===== src/sv/rchp_pkg.sv =====
package rchp_pkg;

    localparam int SAMPLE_BITS_DEF     = 16;
    localparam int ALPHA_FRAC_BITS_DEF = 16;

    localparam int TAU_BITS      = 24;
    localparam int TIME_BITS     = 32;
    localparam int CFG_DATA_BITS = 32;
    localparam int CFG_IDX_BITS  = 2;

    localparam logic [TAU_BITS-1:0] TAU_RESET = TAU_BITS'(1000);

    // register indexes on the configuration port
    localparam logic [CFG_IDX_BITS-1:0] REG_TAU   = 2'd0;
    localparam logic [CFG_IDX_BITS-1:0] REG_INIT  = 2'd1;
    localparam logic [CFG_IDX_BITS-1:0] REG_START = 2'd2;

    typedef enum logic [1:0] {
        ST_IDLE,
        ST_DIV,
        ST_MUL,
        ST_OUT
    } t_state;

    typedef struct packed {
        logic busy;
        logic done;
    } t_div_stat;

endpackage


===== src/sv/rchp_div.sv =====
module rchp_div #(
    parameter int ALPHA_FRAC_BITS = rchp_pkg::ALPHA_FRAC_BITS_DEF
) (
    input  logic                               i_clk,
    input  logic                               i_rst_n,
    input  logic                               i_start,
    input  logic [rchp_pkg::TAU_BITS-1:0]      i_tau,
    input  logic [rchp_pkg::TIME_BITS:0]       i_den,
    output rchp_pkg::t_div_stat                o_stat,
    output logic [ALPHA_FRAC_BITS:0]           o_quot
);
    import rchp_pkg::*;

    localparam int QW  = ALPHA_FRAC_BITS + 1;
    localparam int DW  = TIME_BITS + 1;
    localparam int RW  = DW + 1;
    localparam int CW  = $clog2(QW);
    localparam logic [CW-1:0] LAST_STEP = CW'(ALPHA_FRAC_BITS);

    logic [RW-1:0] r_rem,  n_rem;
    logic [DW-1:0] r_den;
    logic          r_den_nz;
    logic [QW-1:0] r_quot, n_quot;
    logic [CW-1:0] r_cnt;
    logic          r_busy;
    logic          r_done;

    logic          ge;
    logic [RW-1:0] sub;

    // one quotient bit per cycle, restoring form; a zero divisor yields zero
    always_comb begin
        ge     = (r_rem >= {1'b0, r_den}) && r_den_nz;
        sub    = ge ? (r_rem - {1'b0, r_den}) : r_rem;
        n_rem  = {sub[RW-2:0], 1'b0};
        n_quot = {r_quot[QW-2:0], ge};
    end

    always_ff @(posedge i_clk) begin
        if (!i_rst_n) begin
            r_busy <= 1'b0;
            r_done <= 1'b0;
            r_cnt  <= '0;
        end else begin
            r_done <= 1'b0;
            if (i_start) begin
                r_busy <= 1'b1;
                r_cnt  <= '0;
            end else if (r_busy) begin
                r_cnt <= r_cnt + CW'(1);
                if (r_cnt == LAST_STEP) begin
                    r_busy <= 1'b0;
                    r_done <= 1'b1;
                end
            end
        end
    end

    always_ff @(posedge i_clk) begin
        if (i_start) begin
            r_rem    <= {{(RW-TAU_BITS){1'b0}}, i_tau};
            r_den    <= i_den;
            r_den_nz <= (i_den != '0);
            r_quot   <= '0;
        end else if (r_busy) begin
            r_rem  <= n_rem;
            r_quot <= n_quot;
        end
    end

    assign o_stat.busy = r_busy;
    assign o_stat.done = r_done;
    assign o_quot      = r_quot;

endmodule


===== src/sv/rc_highpass_variable_timestep_top.sv =====
// channel | valid      | stall       | payload
// --------+------------+-------------+-----------------------------
// in      | i_in_valid | o_in_stall  | i_sample, i_read_time
// out     | o_out_valid| i_out_stall | o_filtered, o_saturated
// cfg     | i_cfg_we   | (none)      | i_cfg_idx, i_cfg_data
//
// One word passes through ST_DIV, ST_MUL and ST_OUT and back to ST_IDLE
// before the next is accepted, when the output side is free; the restoring
// divider that forms alpha, one quotient bit per cycle, is the longest step.
// A finished word sits in the output register while the next one is taken.
// Reset is synchronous: tau 1000, previous input/output 0, last time 0.
// A stalled output holds the divider result path in the final state.
module rc_highpass_variable_timestep_top #(
    parameter int SAMPLE_BITS     = rchp_pkg::SAMPLE_BITS_DEF,
    parameter int ALPHA_FRAC_BITS = rchp_pkg::ALPHA_FRAC_BITS_DEF
) (
    input  logic                                  i_clk,
    input  logic                                  i_rst_n,
    input  logic                                  i_cfg_we,
    input  logic [rchp_pkg::CFG_IDX_BITS-1:0]     i_cfg_idx,
    input  logic [rchp_pkg::CFG_DATA_BITS-1:0]    i_cfg_data,
    input  logic                                  i_in_valid,
    output logic                                  o_in_stall,
    input  logic signed [SAMPLE_BITS-1:0]         i_sample,
    input  logic [rchp_pkg::TIME_BITS-1:0]        i_read_time,
    output logic                                  o_out_valid,
    input  logic                                  i_out_stall,
    output logic signed [SAMPLE_BITS:0]           o_filtered,
    output logic                                  o_saturated
);
    import rchp_pkg::*;

    localparam int F  = ALPHA_FRAC_BITS;
    localparam int S  = SAMPLE_BITS;
    localparam int DW = S + 3;           // y_prev + x - x_prev
    localparam int AW = F + 2;           // alpha with a sign bit
    localparam int PW = DW + AW;
    localparam int YW = PW - F;

    localparam logic signed [PW-1:0] HALF =
        {{(PW-F){1'b0}}, 1'b1, {(F-1){1'b0}}};
    localparam logic signed [YW-1:0] Y_HI = {{(YW-S){1'b0}}, {S{1'b1}}};
    localparam logic signed [YW-1:0] Y_LO = {{(YW-S){1'b1}}, {S{1'b0}}};

    t_state r_state, n_state;

    logic [TAU_BITS-1:0]       r_tau;
    logic [TIME_BITS-1:0]      r_last_time;
    logic signed [S-1:0]       r_last_in;
    logic signed [S:0]         r_last_out;

    logic signed [S-1:0]       r_x;
    logic [TIME_BITS-1:0]      r_now;
    logic signed [DW-1:0]      r_diff;
    logic signed [PW-1:0]      r_prod;

    logic                      r_out_valid;
    logic signed [S:0]         r_filtered;
    logic                      r_saturated;

    logic                      in_stall;
    logic                      div_start;
    logic                      prod_en;
    logic                      fire;

    logic [TIME_BITS-1:0]      dt;
    logic [TIME_BITS:0]        den;
    logic signed [DW-1:0]      diff;
    t_div_stat                 div_stat;
    logic [F:0]                alpha;
    logic signed [AW-1:0]      alpha_s;
    logic signed [PW-1:0]      rounded;
    logic signed [YW-1:0]      y_full;
    logic                      y_over;
    logic                      y_under;
    logic signed [S:0]         y_sat;

    rchp_div #(
        .ALPHA_FRAC_BITS(ALPHA_FRAC_BITS)
    ) u_div (
        .i_clk   (i_clk),
        .i_rst_n (i_rst_n),
        .i_start (div_start),
        .i_tau   (r_tau),
        .i_den   (den),
        .o_stat  (div_stat),
        .o_quot  (alpha)
    );

    always_comb begin
        dt   = i_read_time - r_last_time;
        den  = {1'b0, dt} + {{(TIME_BITS+1-TAU_BITS){1'b0}}, r_tau};
        diff = DW'(r_last_out) + DW'(i_sample) - DW'(r_last_in);
    end

    // next state
    always_comb begin
        n_state = r_state;
        unique case (r_state)
            ST_IDLE: if (i_in_valid) n_state = ST_DIV;
            ST_DIV:  if (div_stat.done) n_state = ST_MUL;
            ST_MUL:  n_state = ST_OUT;
            ST_OUT:  if (!r_out_valid || !i_out_stall) n_state = ST_IDLE;
        endcase
    end

    // state outputs
    always_comb begin
        in_stall  = 1'b1;
        div_start = 1'b0;
        prod_en   = 1'b0;
        fire      = 1'b0;
        unique case (r_state)
            ST_IDLE: begin
                in_stall  = 1'b0;
                div_start = i_in_valid;
            end
            ST_DIV: ;
            ST_MUL: prod_en = 1'b1;
            ST_OUT: fire = !r_out_valid || !i_out_stall;
        endcase
    end

    always_ff @(posedge i_clk) begin
        if (!i_rst_n) begin
            r_state <= ST_IDLE;
        end else begin
            r_state <= n_state;
        end
    end

    // round to nearest (ties up), floor shift, then clip
    always_comb begin
        alpha_s = {1'b0, alpha};
        rounded = r_prod + HALF;
        y_full  = rounded[PW-1:F];
        y_over  = (y_full > Y_HI);
        y_under = (y_full < Y_LO);
        if (y_over) begin
            y_sat = {1'b0, {S{1'b1}}};
        end else if (y_under) begin
            y_sat = {1'b1, {S{1'b0}}};
        end else begin
            y_sat = y_full[S:0];
        end
    end

    always_ff @(posedge i_clk) begin
        if (div_start) begin
            r_x    <= i_sample;
            r_now  <= i_read_time;
            r_diff <= diff;
        end
        if (prod_en) begin
            r_prod <= r_diff * alpha_s;
        end
        if (fire) begin
            r_filtered  <= y_sat;
            r_saturated <= y_over || y_under;
        end
    end

    always_ff @(posedge i_clk) begin
        if (!i_rst_n) begin
            r_out_valid <= 1'b0;
        end else if (fire) begin
            r_out_valid <= 1'b1;
        end else if (!i_out_stall) begin
            r_out_valid <= 1'b0;
        end
    end

    // filter state and configuration
    always_ff @(posedge i_clk) begin
        if (!i_rst_n) begin
            r_tau       <= TAU_RESET;
            r_last_time <= '0;
            r_last_in   <= '0;
            r_last_out  <= '0;
        end else begin
            if (fire) begin
                r_last_time <= r_now;
                r_last_in   <= r_x;
                r_last_out  <= y_sat;
            end
            if (i_cfg_we) begin
                unique case (i_cfg_idx)
                    REG_TAU: r_tau <= i_cfg_data[TAU_BITS-1:0];
                    REG_INIT: begin
                        r_last_in  <= i_cfg_data[S-1:0];
                        r_last_out <= {i_cfg_data[S-1], i_cfg_data[S-1:0]};
                    end
                    REG_START: r_last_time <= i_cfg_data[TIME_BITS-1:0];
                    default: ;
                endcase
            end
        end
    end

    assign o_in_stall  = in_stall;
    assign o_out_valid = r_out_valid;
    assign o_filtered  = r_filtered;
    assign o_saturated = r_saturated;

endmodule


===== config.mk =====
export PLATFORM = sky130hd
export DESIGN_NAME = rc_highpass_variable_timestep_top
export DESIGN_NICKNAME = d
export VERILOG_FILES = /design/src/sv/rchp_pkg.sv /design/src/sv/rchp_div.sv /design/src/sv/rc_highpass_variable_timestep_top.sv
export SDC_FILE = /design/constraint.sdc
export NUM_CORES = 2
export LEC_CHECK = 0
export BUFFER_PORTS_ARGS = -buffer_cell sky130_fd_sc_hd__buf_2
export CORE_MARGIN = 2
export CORE_UTILIZATION = 55
export DETAILED_ROUTE_END_ITERATION = 6
export GPL_ROUTABILITY_DRIVEN = 0
export PLACE_DENSITY = 0.84
export SYNTH_ARGS = -nofsm -noshare
export SYNTH_HDL_FRONTEND = slang
export SYNTH_SLANG_ARGS = --single-unit

===== constraint.sdc =====
create_clock -name i_clk -period 18.95 [get_ports i_clk]
set_input_delay 3.79 -clock i_clk [delete_from_list [all_inputs] [get_ports i_clk]]
set_output_delay 3.79 -clock i_clk [all_outputs]
set_load 0.05 [all_outputs]

==> metrics.txt <==
final worst slack=9.859 ns; Post-CTS Resized=0; cell area after synthesis=28760 µm²; Fmax=110.0 MHz; first-pass GRT wire length=113.7 mm; DR WL/cell=18.25 µm; Slew Limit Fails=0; H-tree depth=1; max cap viols=0; cts hold-fix bufs=0; area fraction of the dominant cell type after synthesis=0.2395; area grow syn2layout=7.092%; Sw Ratio=0.4340; CP Class=primary input to register; cell area power density=104.8 nW/µm²; Static Leak=14.33 nW; GRT Total Usage=0.2645; CP Launch Type=primary input; total power=3.227 mW; critical path fanouts, max=5; CTS root buffer=clkbuf_16; setup TNS=0 ns; #FFs+latches synth=291; # rows=83; Synth Instances=3072; Internal Power=1.826 mW; Finished Core Util=0.5978; final-report hold violation count=0; Ys Warns=0; Critical Path RT=19.29 ns; Ports=107; chip height=232.7 µm; Avg Inst Size Synth=9.360 µm²; skew final=0.04405 ns; vias in the first global route=22.05k; WP data arrival=9.44 ns; drt initial violations=1918; Psw=1.400 mW; 1st-pass router iterations=5; Synth area leaders=fa_1, edfxtp_1, ha_1, dfxtp_1, inv_1; Horiz. Die Dim=232.7 µm; worst min path class=register to register; post-route antenna net violation count=0; syn nets=3708; DRC violations left=0; Worst setup EP type=register; library cells used by synthesis=65; Initial Util=0.5582; Slew headroom=0.2059; Worst Hold Slack=0.4679 ns; Buffers on Ports=106; initial antenna violation count=2; power share of the clock group=0.181; Reg2Reg Launch Point=r_diff[10]; cts bufs inserted=30; EDFF count, synth=165; most common cell after layout, fill and taps aside=inv_1; Min-Delay Startpoint=u_div.r_rem[25]; outcome=finished clean; RSZ-0062 raised after global routing=false; asr flop ratio synth=0; Setup crit start=i_read_time[0]; setup bufs post-CTS=0; largest net degree at the start of global routing=95; die footprint=54130 µm²; layout cell share with drive strength beyond 1=0.05911; minimum clock period=9.091 ns; Via density=5.676; CTS Sinks=291; routed vias=21.63k; Final period util=0.4797; Nets=3742; post-synth top area cell=fa_1; commonest cells after routing, fill and taps aside=inv_1, nand2_1, fa_1; Logic pwr share=0.481; GR Overflow Total=0; pre-CTS WS=9.312 ns; setup violators final=0; register area share after synthesis=0.2600; Skew-Pair Late Insertion Delay=0.62 ns; CTS tree=built; post-DP HPWL=53.05 mm; worst-margin pin slew=1.191 ns; Top FF cell, synth=edfxtp_1; Core Area=51510 µm²; Seq pwr share=0.339; clock slew at reported path FFs=0.07 ns; WL final=69.55 mm; CTS Buffer Depth=3; Peak VDD IR=0.09118 mV
routing by layer:
layer	track usage	wire length [µm]	vias up
met2	0.4313	32490	874
met5	0	23	-
met4	0.1041	3114	4
li1	-	-	9997
met1	0.3575	28610	10584
met3	0.03762	5314	173
metrics by stage:
| stage | instances | instance area, µm² |
|---|---|---|
| floorplan | 3072 | 28760 |
| global placement | 3754 | 29830 |
| detailed placement | 3754 | 29830 |
| CTS | 3810 | 30790 |
| global route | 3810 | 30790 |
| finish | 3811 | 30790 |
worst max-delay path, cell delays in order:
cell and delay [ns]:
buf_2 0.11, inv_1 0.05, ha_1 0.17, inv_1 0.05, fa_1 0.39, a21oi_1 0.20
o22ai_1 0.16, o22a_1 0.26, a221oi_1 0.37, nor2_1 0.10, a21oi_1 0.24, nor2b_1 0.07
o21ai_0 0.13, nor2b_1 0.17, xnor2_1 0.08, ha_1 0.38, o21ai_0 0.14, a21oi_1 0.14
nor2_1 0.05, o21ai_0 0.14, a21oi_1 0.14, xnor2_1 0.16, or4_1 0.53, or4_1 0.45
or4b_1 0.54, nor4b_2 0.29, o2111ai_1 0.15
power by group through the flow:
stage | clock network [mW] | registers, mW | logic [mW]
after floorplan | 0 | 0.990 | 1.21
after global placement | 0 | 1.09 | 1.47
after detailed placement | 0 | 1.09 | 1.52
after CTS | 0.588 | 1.08 | 1.54
after global routing | 0.610 | 1.11 | 1.73
final | 0.583 | 1.09 | 1.55
path summary, 6_finish.rpt:
kind	end	slack [ns]	cells past startpoint
worst max register to register	r_prod[36]	10.71	24
worst min register to register	u_div.r_rem[26]	0.47	2
worst max-delay path	u_div.r_den_nz	9.86	27
worst min-delay path	u_div.r_rem[26]	0.47	2
sequential cells by signal, summed over array words and instances, names as in the netlist:
name            cells
r_now              32
o_filtered         17
r_last_out         17
u_div.o_quot       17
o_out_valid         1
r_prod             22
u_div.r_done        1
r_x                16
u_div.r_cnt         5
u_div.r_rem        34
r_diff             19
u_div.r_den_nz      1
u_div.r_busy        1
r_state             2
r_last_time        32
r_last_in          16
u_div.r_den        33
o_saturated         1
r_tau              24
Yosys cell counts, drive strengths merged (19+ instances only):
| master | n |
|---|---|
| a21boi | 45 |
| a21o | 41 |
| a21oi | 95 |
| and2 | 182 |
| clkbuf | 104 |
| dfxtp | 126 |
| edfxtp | 165 |
| fa | 344 |
| ha | 205 |
| inv | 576 |
| mux2i | 66 |
| nand2 | 346 |
| nand2b | 21 |
| nand3 | 33 |
| nor2 | 135 |
| nor2b | 19 |
| nor3 | 23 |
| o211a | 35 |
| o211ai | 71 |
| o21a | 27 |
| o21ai | 113 |
| xnor2 | 88 |
| xor2 | 45 |
logic make-up after synthesis:
group	share of synthesized area
simple gates	0.1391
buf+inv	0.09072
fa+ha+maj	0.3287
compound gates	0.1172
flops	0.2600
xor+xnor	0.04051
mux	0.02376
cell type report:
cell class / count / area (µm²)
Antenna cell: 1 / 2.502
Clock buffer: 41 / 833.3
Clock inverter: 15 / 123.9
Fill cell: 4275 / 20710
Inverter: 576 / 2167
Multi-Input combinational cell: 2086 / 18700
Sequential cell: 291 / 7477
Tap cell: 680 / 850.8
Timing Repair Buffer: 121 / 643.1
No activity file was read; power rests on OpenSTA's default activity.
